## config.mk

```make
export PLATFORM = sky130hd
export DESIGN_NAME = additive_lagged_fibonacci_rng_core_flat
export DESIGN_NICKNAME = d
export VERILOG_FILES = /design/src/rtl/alfr_pkg.sv /design/src/rtl/alfr_if.sv /design/src/rtl/alfr_schrage.sv /design/src/rtl/additive_lagged_fibonacci_rng_core.sv /design/src/flat_wrapper.sv
export SDC_FILE = /design/constraint.sdc
export NUM_CORES = 2
export LEC_CHECK = 0
export BUFFER_PORTS_ARGS = -buffer_cell sky130_fd_sc_hd__buf_2
export CAP_MARGIN = 30
export CORE_ASPECT_RATIO = 1.1
export CORE_MARGIN = 10
export CORE_UTILIZATION = 50
export CTS_CLUSTER_SIZE = 12
export DETAILED_ROUTE_END_ITERATION = 10
export PLACE_DENSITY_LB_ADDON = 0.12
export SETUP_SLACK_MARGIN = 0.15
export SLEW_MARGIN = 20
export SYNTH_ARGS = -nofsm -noshare
export SYNTH_HDL_FRONTEND = slang
export SYNTH_SLANG_ARGS = --single-unit
```

## constraint.sdc

```tcl
create_clock -name i_clk -period 29.8 [get_ports i_clk]
set_input_delay 2.98 -clock i_clk [delete_from_list [all_inputs] [get_ports i_clk]]
set_output_delay 2.98 -clock i_clk [all_outputs]
set_load 0.005 [all_outputs]
```

## src/rtl/alfr_pkg.sv

```systemverilog
// Package for the additive lagged-Fibonacci generator: types, codes and constants.
package alfr_pkg;

    // Operation codes on the input channel
    localparam logic OP_DRAW   = 1'b0;
    localparam logic OP_RESEED = 1'b1;

    // Park-Miller minimal standard constants (Schrage form)
    localparam logic [14:0] PM_MULT = 15'd16807;
    localparam logic [16:0] PM_Q    = 17'd127773;
    localparam logic [11:0] PM_R    = 12'd2836;
    localparam logic [30:0] PM_MOD  = 31'h7fffffff;

    // Reciprocal of PM_Q scaled by 2^PM_Q_SHIFT, rounded up: exact quotient for
    // magnitudes up to 2^31, since magnitude times rounding error stays below 2^48
    localparam int          PM_Q_SHIFT = 48;
    localparam logic [31:0] PM_Q_RECIP = 32'((64'd1 << PM_Q_SHIFT) / 64'(PM_Q) + 64'd1);

    // Draws thrown away after a reseed, per ring entry
    localparam int DISCARD_FACTOR = 10;

    // Quotient of a 32-bit magnitude by PM_Q fits in 15 bits, remainder in 17
    localparam int QUO_W = 15;
    localparam int REM_W = 17;

    // Main sequencer
    typedef enum logic [3:0] {
        S_IDLE,
        S_DRAW_RD,
        S_DRAW_WR,
        S_SEED_FIRST,
        S_SEED_RUN,
        S_SEED_WAIT,
        S_DISC_RD,
        S_DISC_WR
    } t_state;

    // Schrage step sequencer
    typedef enum logic [2:0] {
        SCH_IDLE,
        SCH_DIV,
        SCH_REM,
        SCH_MUL_LO,
        SCH_MUL_HI,
        SCH_SUB,
        SCH_FIX
    } t_sch_state;

endpackage

```

## src/rtl/alfr_if.sv

```systemverilog
// Valid/ready channel interfaces for the generator's request and result streams.
interface alfr_in_if;
    logic        valid;
    logic        ready;
    logic        operation;
    logic [31:0] seed_value;

    modport source (output valid, output operation, output seed_value, input ready);
    modport sink   (input valid, input operation, input seed_value, output ready);
endinterface

interface alfr_out_if;
    logic        valid;
    logic        ready;
    logic [30:0] random_value;

    modport source (output valid, output random_value, input ready);
    modport sink   (input valid, input random_value, output ready);
endinterface

```

## src/rtl/alfr_schrage.sv

```systemverilog
// One Park-Miller step by Schrage's method on a single shared multiplier.
module alfr_schrage (
    input  logic        i_clk,
    input  logic        i_rst_n,
    input  logic        i_start,
    input  logic [31:0] i_word,
    output logic        o_done,
    output logic [31:0] o_word
);

    alfr_pkg::t_sch_state r_state, n_state;

    logic                          r_neg, n_neg;
    logic [31:0]                   r_rem, n_rem;
    logic [alfr_pkg::QUO_W-1:0]    r_quo, n_quo;
    logic [31:0]                   r_p_lo, n_p_lo;
    logic [31:0]                   r_p_hi, n_p_hi;
    logic [32:0]                   r_diff, n_diff;

    logic [31:0] w_mul_a;
    logic [31:0] w_mul_b;
    logic [63:0] w_prod;
    logic [32:0] w_fixed;

    // State register
    always_ff @(posedge i_clk) begin
        if (!i_rst_n) begin
            r_state <= alfr_pkg::SCH_IDLE;
        end else begin
            r_state <= n_state;
        end
    end

    // Datapath registers
    always_ff @(posedge i_clk) begin
        r_neg  <= n_neg;
        r_rem  <= n_rem;
        r_quo  <= n_quo;
        r_p_lo <= n_p_lo;
        r_p_hi <= n_p_hi;
        r_diff <= n_diff;
    end

    // Operand select for the shared multiplier
    always_comb begin
        w_mul_a = r_rem;
        w_mul_b = alfr_pkg::PM_Q_RECIP;
        case (r_state)
            alfr_pkg::SCH_DIV: begin
                // quotient by reciprocal multiplication
                w_mul_a = r_rem;
                w_mul_b = alfr_pkg::PM_Q_RECIP;
            end
            alfr_pkg::SCH_REM: begin
                w_mul_a = 32'(r_quo);
                w_mul_b = 32'(alfr_pkg::PM_Q);
            end
            alfr_pkg::SCH_MUL_LO: begin
                w_mul_a = 32'(r_rem[alfr_pkg::REM_W-1:0]);
                w_mul_b = 32'(alfr_pkg::PM_MULT);
            end
            alfr_pkg::SCH_MUL_HI: begin
                w_mul_a = 32'(r_quo);
                w_mul_b = 32'(alfr_pkg::PM_R);
            end
            default: begin
                w_mul_a = r_rem;
                w_mul_b = alfr_pkg::PM_Q_RECIP;
            end
        endcase
    end

    assign w_prod = 64'(w_mul_a) * 64'(w_mul_b);

    // Negative result wraps by adding the modulus
    assign w_fixed = r_diff + 33'(alfr_pkg::PM_MOD);

    // Next state and datapath
    always_comb begin
        n_state = r_state;
        n_neg   = r_neg;
        n_rem   = r_rem;
        n_quo   = r_quo;
        n_p_lo  = r_p_lo;
        n_p_hi  = r_p_hi;
        n_diff  = r_diff;
        o_done  = 1'b0;
        o_word  = r_diff[31:0];
        case (r_state)
            alfr_pkg::SCH_IDLE: begin
                if (i_start) begin
                    // truncating division works on the magnitude, sign applied later
                    n_neg   = i_word[31];
                    n_rem   = i_word[31] ? (~i_word + 32'd1) : i_word;
                    n_state = alfr_pkg::SCH_DIV;
                end
            end
            alfr_pkg::SCH_DIV: begin
                n_quo   = w_prod[alfr_pkg::PM_Q_SHIFT +: alfr_pkg::QUO_W];
                n_state = alfr_pkg::SCH_REM;
            end
            alfr_pkg::SCH_REM: begin
                // remainder is the magnitude less quotient times divisor
                n_rem   = r_rem - w_prod[31:0];
                n_state = alfr_pkg::SCH_MUL_LO;
            end
            alfr_pkg::SCH_MUL_LO: begin
                n_p_lo  = w_prod[31:0];
                n_state = alfr_pkg::SCH_MUL_HI;
            end
            alfr_pkg::SCH_MUL_HI: begin
                n_p_hi  = w_prod[31:0];
                n_state = alfr_pkg::SCH_SUB;
            end
            alfr_pkg::SCH_SUB: begin
                // negative input negates both quotient and remainder
                n_diff  = r_neg ? ({1'b0, r_p_hi} - {1'b0, r_p_lo})
                                : ({1'b0, r_p_lo} - {1'b0, r_p_hi});
                n_state = alfr_pkg::SCH_FIX;
            end
            alfr_pkg::SCH_FIX: begin
                o_done  = 1'b1;
                o_word  = r_diff[32] ? w_fixed[31:0] : r_diff[31:0];
                n_state = alfr_pkg::SCH_IDLE;
            end
            default: begin
                n_state = alfr_pkg::SCH_IDLE;
            end
        endcase
    end

endmodule

```

## src/rtl/additive_lagged_fibonacci_rng_core.sv

```systemverilog
// Additive lagged-Fibonacci generator top level: ring memory, draw and reseed sequencer.
// Draw: ring read (S_DRAW_RD), then add, write back and load the result register
//   (S_DRAW_WR, held until the result register is free); input ready only in S_IDLE.
// Reseed: seed word to entry 0, one Schrage step per further entry, then
//   DISCARD_FACTOR*TABLE_DEGREE discarded draws (310 at degree 31).
// Reset: runs the seed-one reseed; input ready stays low until it finishes.
module additive_lagged_fibonacci_rng_core #(
    parameter int TABLE_DEGREE   = 31,
    parameter int LAG_SEPARATION = 3
) (
    input  logic       i_clk,
    input  logic       i_rst_n,
    alfr_in_if.sink    i_in,
    alfr_out_if.source o_out
);

    localparam int IW     = $clog2(TABLE_DEGREE);
    localparam int DISC_N = alfr_pkg::DISCARD_FACTOR * TABLE_DEGREE;
    localparam int CW     = $clog2(DISC_N);

    localparam logic [IW-1:0] SEP      = IW'(LAG_SEPARATION % TABLE_DEGREE);
    localparam logic [IW-1:0] IDX_LAST = IW'(TABLE_DEGREE - 1);
    localparam logic [CW-1:0] CNT_LAST = CW'(DISC_N - 1);

    alfr_pkg::t_state r_state, n_state;

    logic [IW-1:0] r_front, n_front;
    logic [IW-1:0] r_rear,  n_rear;
    logic [IW-1:0] r_idx,   n_idx;
    logic [CW-1:0] r_cnt,   n_cnt;
    logic [31:0]   r_word,  n_word;
    logic          r_out_valid, n_out_valid;
    logic [30:0]   r_out_data,  n_out_data;

    // Ring memory and its registered read data
    logic [31:0]   r_mem [TABLE_DEGREE];
    logic [31:0]   r_rd_f;
    logic [31:0]   r_rd_r;

    logic          w_we;
    logic [IW-1:0] w_wa;
    logic [31:0]   w_wd;

    logic          w_sch_start;
    logic          w_sch_done;
    logic [31:0]   w_sch_word;

    logic [31:0]   w_sum;
    logic [IW-1:0] w_front_inc;
    logic [IW-1:0] w_rear_inc;
    logic          w_out_free;

    alfr_schrage u_sch (
        .i_clk   (i_clk),
        .i_rst_n (i_rst_n),
        .i_start (w_sch_start),
        .i_word  (r_word),
        .o_done  (w_sch_done),
        .o_word  (w_sch_word)
    );

    // Ring write port and both read ports
    always_ff @(posedge i_clk) begin
        if (w_we) begin
            r_mem[w_wa] <= w_wd;
        end
        r_rd_f <= r_mem[r_front];
        r_rd_r <= r_mem[r_rear];
    end

    // Control registers
    always_ff @(posedge i_clk) begin
        if (!i_rst_n) begin
            r_state     <= alfr_pkg::S_SEED_FIRST;
            r_front     <= SEP;
            r_rear      <= '0;
            r_idx       <= '0;
            r_cnt       <= '0;
            r_word      <= 32'd1;
            r_out_valid <= 1'b0;
        end else begin
            r_state     <= n_state;
            r_front     <= n_front;
            r_rear      <= n_rear;
            r_idx       <= n_idx;
            r_cnt       <= n_cnt;
            r_word      <= n_word;
            r_out_valid <= n_out_valid;
        end
    end

    // Result payload
    always_ff @(posedge i_clk) begin
        r_out_data <= n_out_data;
    end

    assign w_sum       = r_rd_f + r_rd_r;
    assign w_front_inc = (r_front == IDX_LAST) ? '0 : r_front + 1'b1;
    assign w_rear_inc  = (r_rear  == IDX_LAST) ? '0 : r_rear  + 1'b1;
    assign w_out_free  = !r_out_valid || o_out.ready;

    assign i_in.ready         = (r_state == alfr_pkg::S_IDLE);
    assign o_out.valid        = r_out_valid;
    assign o_out.random_value = r_out_data;

    // Sequencer: next state, ring writes and result register
    always_comb begin
        n_state     = r_state;
        n_front     = r_front;
        n_rear      = r_rear;
        n_idx       = r_idx;
        n_cnt       = r_cnt;
        n_word      = r_word;
        n_out_valid = r_out_valid;
        n_out_data  = r_out_data;
        w_we        = 1'b0;
        w_wa        = r_front;
        w_wd        = w_sum;
        w_sch_start = 1'b0;

        // result taken by the sink
        if (r_out_valid && o_out.ready) begin
            n_out_valid = 1'b0;
        end

        case (r_state)
            alfr_pkg::S_IDLE: begin
                if (i_in.valid) begin
                    if (i_in.operation == alfr_pkg::OP_RESEED) begin
                        n_word  = (i_in.seed_value == '0) ? 32'd1 : i_in.seed_value;
                        n_state = alfr_pkg::S_SEED_FIRST;
                    end else begin
                        n_state = alfr_pkg::S_DRAW_RD;
                    end
                end
            end
            alfr_pkg::S_DRAW_RD: begin
                n_state = alfr_pkg::S_DRAW_WR;
            end
            alfr_pkg::S_DRAW_WR: begin
                // hold until the result register is free
                if (w_out_free) begin
                    w_we        = 1'b1;
                    n_out_valid = 1'b1;
                    n_out_data  = w_sum[31:1];
                    n_front     = w_front_inc;
                    n_rear      = w_rear_inc;
                    n_state     = alfr_pkg::S_IDLE;
                end
            end
            alfr_pkg::S_SEED_FIRST: begin
                w_we    = 1'b1;
                w_wa    = '0;
                w_wd    = r_word;
                n_idx   = IW'(1);
                n_state = alfr_pkg::S_SEED_RUN;
            end
            alfr_pkg::S_SEED_RUN: begin
                w_sch_start = 1'b1;
                n_state     = alfr_pkg::S_SEED_WAIT;
            end
            alfr_pkg::S_SEED_WAIT: begin
                if (w_sch_done) begin
                    w_we   = 1'b1;
                    w_wa   = r_idx;
                    w_wd   = w_sch_word;
                    n_word = w_sch_word;
                    if (r_idx == IDX_LAST) begin
                        n_front = SEP;
                        n_rear  = '0;
                        n_cnt   = '0;
                        n_state = alfr_pkg::S_DISC_RD;
                    end else begin
                        n_idx   = r_idx + 1'b1;
                        n_state = alfr_pkg::S_SEED_RUN;
                    end
                end
            end
            alfr_pkg::S_DISC_RD: begin
                n_state = alfr_pkg::S_DISC_WR;
            end
            alfr_pkg::S_DISC_WR: begin
                // discarded draw: update the ring, no result
                w_we    = 1'b1;
                n_front = w_front_inc;
                n_rear  = w_rear_inc;
                if (r_cnt == CNT_LAST) begin
                    n_state = alfr_pkg::S_IDLE;
                end else begin
                    n_cnt   = r_cnt + 1'b1;
                    n_state = alfr_pkg::S_DISC_RD;
                end
            end
            default: begin
                n_state = alfr_pkg::S_IDLE;
            end
        endcase
    end

`ifndef SYNTHESIS
    // Both ring pointers stay inside the ring
    a_idx_range: assert property (@(posedge i_clk) disable iff (!i_rst_n)
        (r_front <= IDX_LAST) && (r_rear <= IDX_LAST))
        else $error("ring pointer out of range");

    // When idle, front leads rear by the lag separation around the ring
    a_lag: assert property (@(posedge i_clk) disable iff (!i_rst_n)
        (r_state == alfr_pkg::S_IDLE) |->
        ((r_front >= r_rear) ? ((r_front - r_rear) == SEP)
                             : ((r_front + IW'(TABLE_DEGREE) - r_rear) == SEP)))
        else $error("front and rear pointers lost their separation");

    // The Schrage unit only reports while the sequencer waits for it
    a_sch_done: assert property (@(posedge i_clk) disable iff (!i_rst_n)
        w_sch_done |-> (r_state == alfr_pkg::S_SEED_WAIT))
        else $error("Schrage step finished outside a reseed");

    // A draw never overwrites a result that has not been transferred
    a_no_overwrite: assert property (@(posedge i_clk) disable iff (!i_rst_n)
        ((r_state == alfr_pkg::S_DRAW_WR) && r_out_valid && !o_out.ready) |=>
        (r_state == alfr_pkg::S_DRAW_WR))
        else $error("draw result would overwrite a pending result");
`endif

endmodule

```

## src/flat_wrapper.sv

```systemverilog
// flat-port wrapper written by rule: the top's interface ports become plain ports
module additive_lagged_fibonacci_rng_core_flat 
#(
    parameter int TABLE_DEGREE   = 31,
    parameter int LAG_SEPARATION = 3
)
  (i_clk, i_rst_n, i_in_valid, i_in_operation, i_in_seed_value, i_in_ready, o_out_valid, o_out_random_value, o_out_ready);
  alfr_in_if i_in_i ();
  alfr_out_if o_out_i ();
  input  logic i_clk;
  input  logic i_rst_n;
  input wire logic [$bits(i_in_i.valid)-1:0] i_in_valid;
  input wire logic [$bits(i_in_i.operation)-1:0] i_in_operation;
  input wire logic [$bits(i_in_i.seed_value)-1:0] i_in_seed_value;
  output wire logic [$bits(i_in_i.ready)-1:0] i_in_ready;
  output wire logic [$bits(o_out_i.valid)-1:0] o_out_valid;
  output wire logic [$bits(o_out_i.random_value)-1:0] o_out_random_value;
  input wire logic [$bits(o_out_i.ready)-1:0] o_out_ready;
  assign i_in_i.valid = i_in_valid;
  assign i_in_i.operation = i_in_operation;
  assign i_in_i.seed_value = i_in_seed_value;
  assign i_in_ready = i_in_i.ready;
  assign o_out_valid = o_out_i.valid;
  assign o_out_random_value = o_out_i.random_value;
  assign o_out_i.ready = o_out_ready;
  additive_lagged_fibonacci_rng_core #(.TABLE_DEGREE(TABLE_DEGREE), .LAG_SEPARATION(LAG_SEPARATION)) u_core (.i_clk(i_clk), .i_rst_n(i_rst_n), .i_in(i_in_i), .o_out(o_out_i));
endmodule
```

== Word level (Yosys, flattened, before mapping) ==
Memories as Yosys holds them, arrays and structs flattened. A register that Yosys moved wholly into a read port is not among the register bits.
Index checks and enable logic that the tools add are counted.

* Bits in registers: 240
* RAM bits: 992
* Logic and storage cells: 127
* Memories kept: 1

* Add/subtract/negate cells: 10
* Multiply operators: 1
* Equal/unequal tests: 25
* Multiplexer cells: 53
* Bitwise logic cells: 1
* Reduce and logical (&&, ||, !) cells: 21

{| class="wikitable"
|+ Memory list
! name !! depth !! bits a word !! read ports !! clocked after Yosys merged registers in !! write ports !! line !! text
|-
| u_core.r_mem || 31 || 32 || 2 || 2 || 1 || additive_lagged_fibonacci_rng_core.sv:36 || <nowiki>logic [31:0] r_mem [TABLE_DEGREE];</nowiki>
|}

{| class="wikitable"
|+ Operators by type and width
! kind !! count
|-
| 32-bit two-way mux || 9
|-
| 32-bit one-hot mux with 2 select lines || 4
|-
| 32-bit one-hot mux with 3 select lines || 1
|-
| 32-bit by 32-bit subtractor with 33-bit output || 2
|-
| 32-bit by 32-bit multiplier with 63-bit output || 1
|-
| 5-bit two-way mux || 11
|-
| 33-bit two-way mux || 1
|-
| 32-bit by 1-bit adder with 32-bit output, second input constant || 1
|-
| 32-bit by 31-bit adder with 32-bit output, second input constant || 1
|-
| 32-bit adder || 1
|-
| 32-bit logical NOT || 1
|-
| 32-bit inverter || 1
|-
| 4-bit one-hot mux with 8 select lines || 1
|-
| 32-bit subtractor || 1
|-
| 5-bit one-hot mux with 3 select lines || 2
|-
| 9-bit two-way mux || 3
|-
| 5-bit one-hot mux with 2 select lines || 2
|-
| 3-bit one-hot mux with 6 select lines || 1
|-
| 9-bit one-hot mux with 2 select lines || 1
|-
| 4-bit by 3-bit equality test with 1-bit output, second input constant || 4
|-
| 5-bit by 1-bit adder with 5-bit output, second input constant || 3
|-
| 5-bit equality test, second input constant || 3
|-
| 4-bit two-way mux || 3
|-
| 2-bit inequality test, second input constant || 6
|-
| other kinds (23) || 47
|}

== Logic depth before layout (Yosys ltp) ==
* Depth in word-level cells: 6
* Mapped depth: 46
* Mapped depth without buffers: 42

== Cells and area by module ==
Synthesis repeated with hierarchy kept, for this count alone.

* Cell total of the unflattened synthesis: 6401
* Area total of the unflattened synthesis: 87227.4 sq um

{| class="wikitable"
|+ Modules (own cells, without submodules)
! module !! times used !! cells an instance !! area each (sq um)
|-
| additive_lagged_fibonacci_rng_core || 1 || 2891 || 53317.4
|-
| alfr_schrage || 1 || 3510 || 33910.0
|}

== Least setup slack after synthesis ==
No wires, ideal clock.

* Path type: register -> register
* Start point: register u_core.u_sch.r_state[0]
* End point: register u_core.u_sch.r_rem[31] (data pin)
* Setup time: 0.270 ns
* Arrival time: 10.902 ns
* Required time: 29.530 ns
* Setup slack: 18.628 ns
* Cell stages (with the launch flop): 41
* Buffers on the path: 4
* Clock period less this slack: 11.172 ns
* Cell sequence: dfxtp_1 -> clkbuf_1 -> nor2_1 -> nand2_1 -> inv_1 -> clkbuf_1 -> nor2_1 -> nor2_1 -> clkbuf_1 -> nand2_1 -> nand2_1 -> nand2_1 -> inv_1 -> nor2_1 -> fa_1 -> fa_1 -> fa_1 -> fa_1 -> [... 5 more ...] -> fa_1 -> inv_1 -> ha_1 -> nand3_1 -> or3_1 -> o31a_2 -> o31ai_1 -> o31ai_2 -> xor2_1 -> ha_1 -> clkbuf_1 -> a21o_1 -> a2111oi_0 -> o211ai_1 -> a2111oi_0 -> nor3_1 -> xnor2_1 -> o21ai_0

* Longest elaborated chain between the ends: 6
* Elaborated cells on any way between the ends: 10
* Those cells by class: add/sub (1); mul (1); eq/ne (3); mux (3); reduce/logical (2)

{| class="wikitable"
|+ Ends and longest elaborated chain
! element !! line !! text
|-
| start: declaration || alfr_schrage.sv:11 || <nowiki>alfr_pkg::t_sch_state r_state, n_state;</nowiki>
|-
| start signal: assignment || alfr_schrage.sv:28 || <nowiki>r_state <= alfr_pkg::SCH_IDLE;</nowiki>
|-
| start signal: assignment || alfr_schrage.sv:30 || <nowiki>r_state <= n_state;</nowiki>
|-
| 3-bit equality test or 3-bit by 2-bit equality test with 1-bit output (tied branches) || alfr_schrage.sv:48, alfr_schrage.sv:89 ||
|-
| 2-bit OR reduction (no source line) || n/a ||
|-
| 32-bit one-hot mux with 2 select lines || alfr_schrage.sv:48 || <nowiki>case (r_state)</nowiki>
|-
| 32-bit by 32-bit multiplier with 63-bit output || alfr_schrage.sv:73 || <nowiki>assign w_prod = 64'(w_mul_a) * 64'(w_mul_b);</nowiki>
|-
| 32-bit subtractor || alfr_schrage.sv:104 || <nowiki>n_rem = r_rem - w_prod[31:0];</nowiki>
|-
| 32-bit one-hot mux with 2 select lines (*) || alfr_schrage.sv:89 || <nowiki>case (r_state)</nowiki>
|-
| net u_core.u_sch.n_rem[31] || alfr_schrage.sv:14 || <nowiki>logic [31:0] r_rem, n_rem;</nowiki>
|-
| end signal: assignment || alfr_schrage.sv:37 || <nowiki>r_rem <= n_rem;</nowiki>
|-
| end: declaration || alfr_schrage.sv:14 ||
|}

The timed path passes the listed nets; every way through them passes the cells marked *.
A chain may end at the register's enable or synchronous reset.

== Final worst setup path ==
Same ends and word-level chain as after synthesis.

==> run summary <==
clock buffer count from CTS -> 140
main combinational cell family by area after synthesis -> adder cells
DRT iter0 DRCs -> 5040
crit path time final -> 12.16 ns
Final Max Tran Viols -> 0
top_reg_cell synth -> edfxtp_1
placer congestion estimate -> 0.967
Slew @ Worst Pin -> 0.985 ns
Top-Level Pins -> 70
Core ar. -> 0.173 mm^2
area fraction in compound gates after synthesis -> 6.02%
die area -> 0.191 mm^2
headroom to the max-slew limit -> 33.9%
final core utilization -> 55.4%
Worst Skew -> 0.0575 ns
Row Count -> 160
Via Count -> 54280
Routed Antenna Nets -> 0
Final Setup Violations -> 0
Seq cells post-synth -> 1295
register area share after synthesis -> 43.3%
# resized after CTS -> 0
max_cap viols -> 0
final setup TNS -> 0 ns
count leader, synth -> edfxtp_1
Distinct cells, synth -> 85
R2R Setup Slk -> 17.64 ns
post-DP HPWL -> 179000 um
Root Driver -> clkbuf_16
area delta synth->final -> 10.2%
area share of xor/xnor cells in the synthesized design -> 2.07%
required time at the worst-slack endpoint -> 30.33 ns
Reg-to-Reg Start -> u_core.u_sch.r_state[0]$_SDFFE_PN0P_
CP max stage delay -> 0.54 ns
critical-path maximum fanout -> 48
vias in the first global route -> 56586
Mapped Avg Cell Area -> 13.5 um^2
Post-Synth Simple-Gate Area -> 5.37%
Synth Cell Area -> 0.0869 mm^2
die outline width -> 417 um
largest cells by area after synthesis -> edfxtp_1 (40%), mux4_2 (15%), fa_1 (14%)
diodes inserted -> 0
remaining global-route overflow -> 0
Gate Count Post-Synth -> 6460
critical path's most frequent cell -> fa_1
Starting Density -> 50.3%
crit path launch -> u_core.u_sch.r_state[0]$_SDFFE_PN0P_
hold buffer count at CTS -> 0
CP Class -> flip-flop to flip-flop
largest area contributor in the netlist -> edfxtp_1
ys async rst share -> 0%
Die Span Y -> 457 um
H-tree depth -> 4
Post-synth EDFFs -> 1168
Layout fillers -> 14090
Synth Area in Adders -> 21.5%
first-pass GRT wire length -> 376000 um
All-Layer GR Usage -> 26.7%
Final Hold Fails -> 0
final WL -> 255000 um
crit end category -> flip-flop
largest net degree at the start of global routing -> 138
Remaining DRCs -> 0
clk sinks -> 1295
status -> finished clean
first-pass detailed-route iteration total -> 5
Port-buffer cells -> 69
min-delay src -> u_core.r_cnt[8]$_SDFFE_PN0P_
layout cells sized above 1 -> 16.2%
Fin Hold WS -> 0.546 ns
mux contribution to synthesized area -> 16.2%
fmax -> 0.0822 GHz
clock transition at the registers of the reported paths -> 0.06 ns
Synth top area share -> 40.4%
YS warnings -> 0
RSZ-0062 raised after global routing -> no
drt wl/cell -> 28.2 um
final-stage net count -> 7802
synth cell count leaders -> edfxtp_1 (1168), inv_1 (1014), fa_1 (612), mux4_2 (575), ha_1 (512)
Final period util -> 40.8%
clk buf depth -> 3
via/cell ratio -> 6.02
number of setup buffers added after CTS -> 0
Worst EP arrival -> 12.69 ns
initial antenna violation count -> 4
Clock Latency Late Sink -> 0.82 ns
classification of the worst-slack hold path -> flip-flop to flip-flop
CP Launch Type -> flip-flop
CTS tree -> yes
slowest cell on the critical path -> buf_4
## metrics by stage
stage	instance area, um^2	setup slack [ns]	instances
6_report	95800	17.64	9020
5_1_grt	95800	16.81	9020
4_1_cts	95600	17.68	9015
3_5_place_dp	91000	17.68	8762
3_3_place_gp	90600	17.54	8737
2_1_floorplan	87300	18.63	6570
## logic make-up after synthesis
group / Yosys count
flops: 1295
xor+xnor: 205
fa+ha+maj: 1126
other cells: 2
mux: 683
buf+inv: 1286
simple gates: 1038
compound gates: 825
## placed cells by master, fill, tap and decap left out, types with 142 or more instances in the layout
| master | count |
|---|---|
| a21oi_1 | 226 |
| clkbuf_16 | 142 |
| edfxtp_1 | 1168 |
| fa_1 | 612 |
| ha_1 | 512 |
| inv_1 | 1013 |
| mux4_2 | 575 |
| nand2_1 | 483 |
| nor2_1 | 215 |
| o21ai_0 | 207 |
## flip-flops by register name, summed over array words and instances (netlist names)
| name | count |
|---|---|
| u_core.r_cnt | 9 |
| u_core.r_rd_f | 32 |
| u_core.r_word | 32 |
| u_core.u_sch.r_state | 3 |
| u_core.r_state | 3 |
| u_core.r_rear | 5 |
| u_core.u_sch.r_p_hi | 32 |
| u_core.u_sch.r_diff | 33 |
| u_core.o_out.valid | 1 |
| u_core.u_sch.r_quo | 15 |
| u_core.u_sch.r_p_lo | 32 |
| u_core.r_front | 5 |
| u_core.o_out.random_value | 31 |
| u_core.u_sch.r_rem | 32 |
| u_core.u_sch.r_neg | 1 |
| u_core.r_rd_r | 32 |
| u_core.r_mem | 992 |
| u_core.r_idx | 5 |
## path summary, 6_finish.rpt
| path | to | cells past startpoint |
|---|---|---|
| max | u_core.u_sch.r_rem[31]$_DFFE_PP_ | 39 |
| min | u_core.r_cnt[8]$_SDFFE_PN0P_ | 2 |
| min reg2reg | u_core.r_cnt[8]$_SDFFE_PN0P_ | 2 |
| max reg2reg | u_core.u_sch.r_rem[31]$_DFFE_PP_ | 39 |
## critical path, delay by kind of cell, from the launching register on
| family | cells | cell delay, ns |
|---|---|---|
| XOR/XNOR | 2 | 0.38 |
| adder cells (fa/ha/maj) | 10 | 4.63 |
| buffers and inverters | 9 | 1.63 |
| AND/OR/NAND/NOR | 10 | 2.36 |
| flip-flops | 1 | 0.43 |
| AO/OA/AOI/OAI | 8 | 2.43 |
## layout make-up
| class | count | area, um^2 | area share [%] |
|---|---|---|---|
| clock inverters | 46 | 671 | 0.700 |
| clock buffers | 207 | 3930 | 4.10 |
| inverters | 1017 | 3820 | 3.99 |
| flip-flops and latches | 1295 | 37600 | 39.3 |
| well taps | 2268 | 2840 | 2.96 |
| multi-input cells | 3989 | 45200 | 47.2 |
| repair buffers | 198 | 1640 | 1.72 |
## layer usage
metal / part of all wire [%] / global-route usage (%) / vias up
met1: 38 / 33.0 / 28074
met2: 51 / 46.3 / 2129
met5: 0 / 0 / -
met4: 5.6 / 12.9 / 0
li1: - / - / 23509
met3: 5.9 / 3.50 / 568
Power is not shown: default switching activity piles up to over one toggle a cycle in this logic, so the estimate is an artifact.
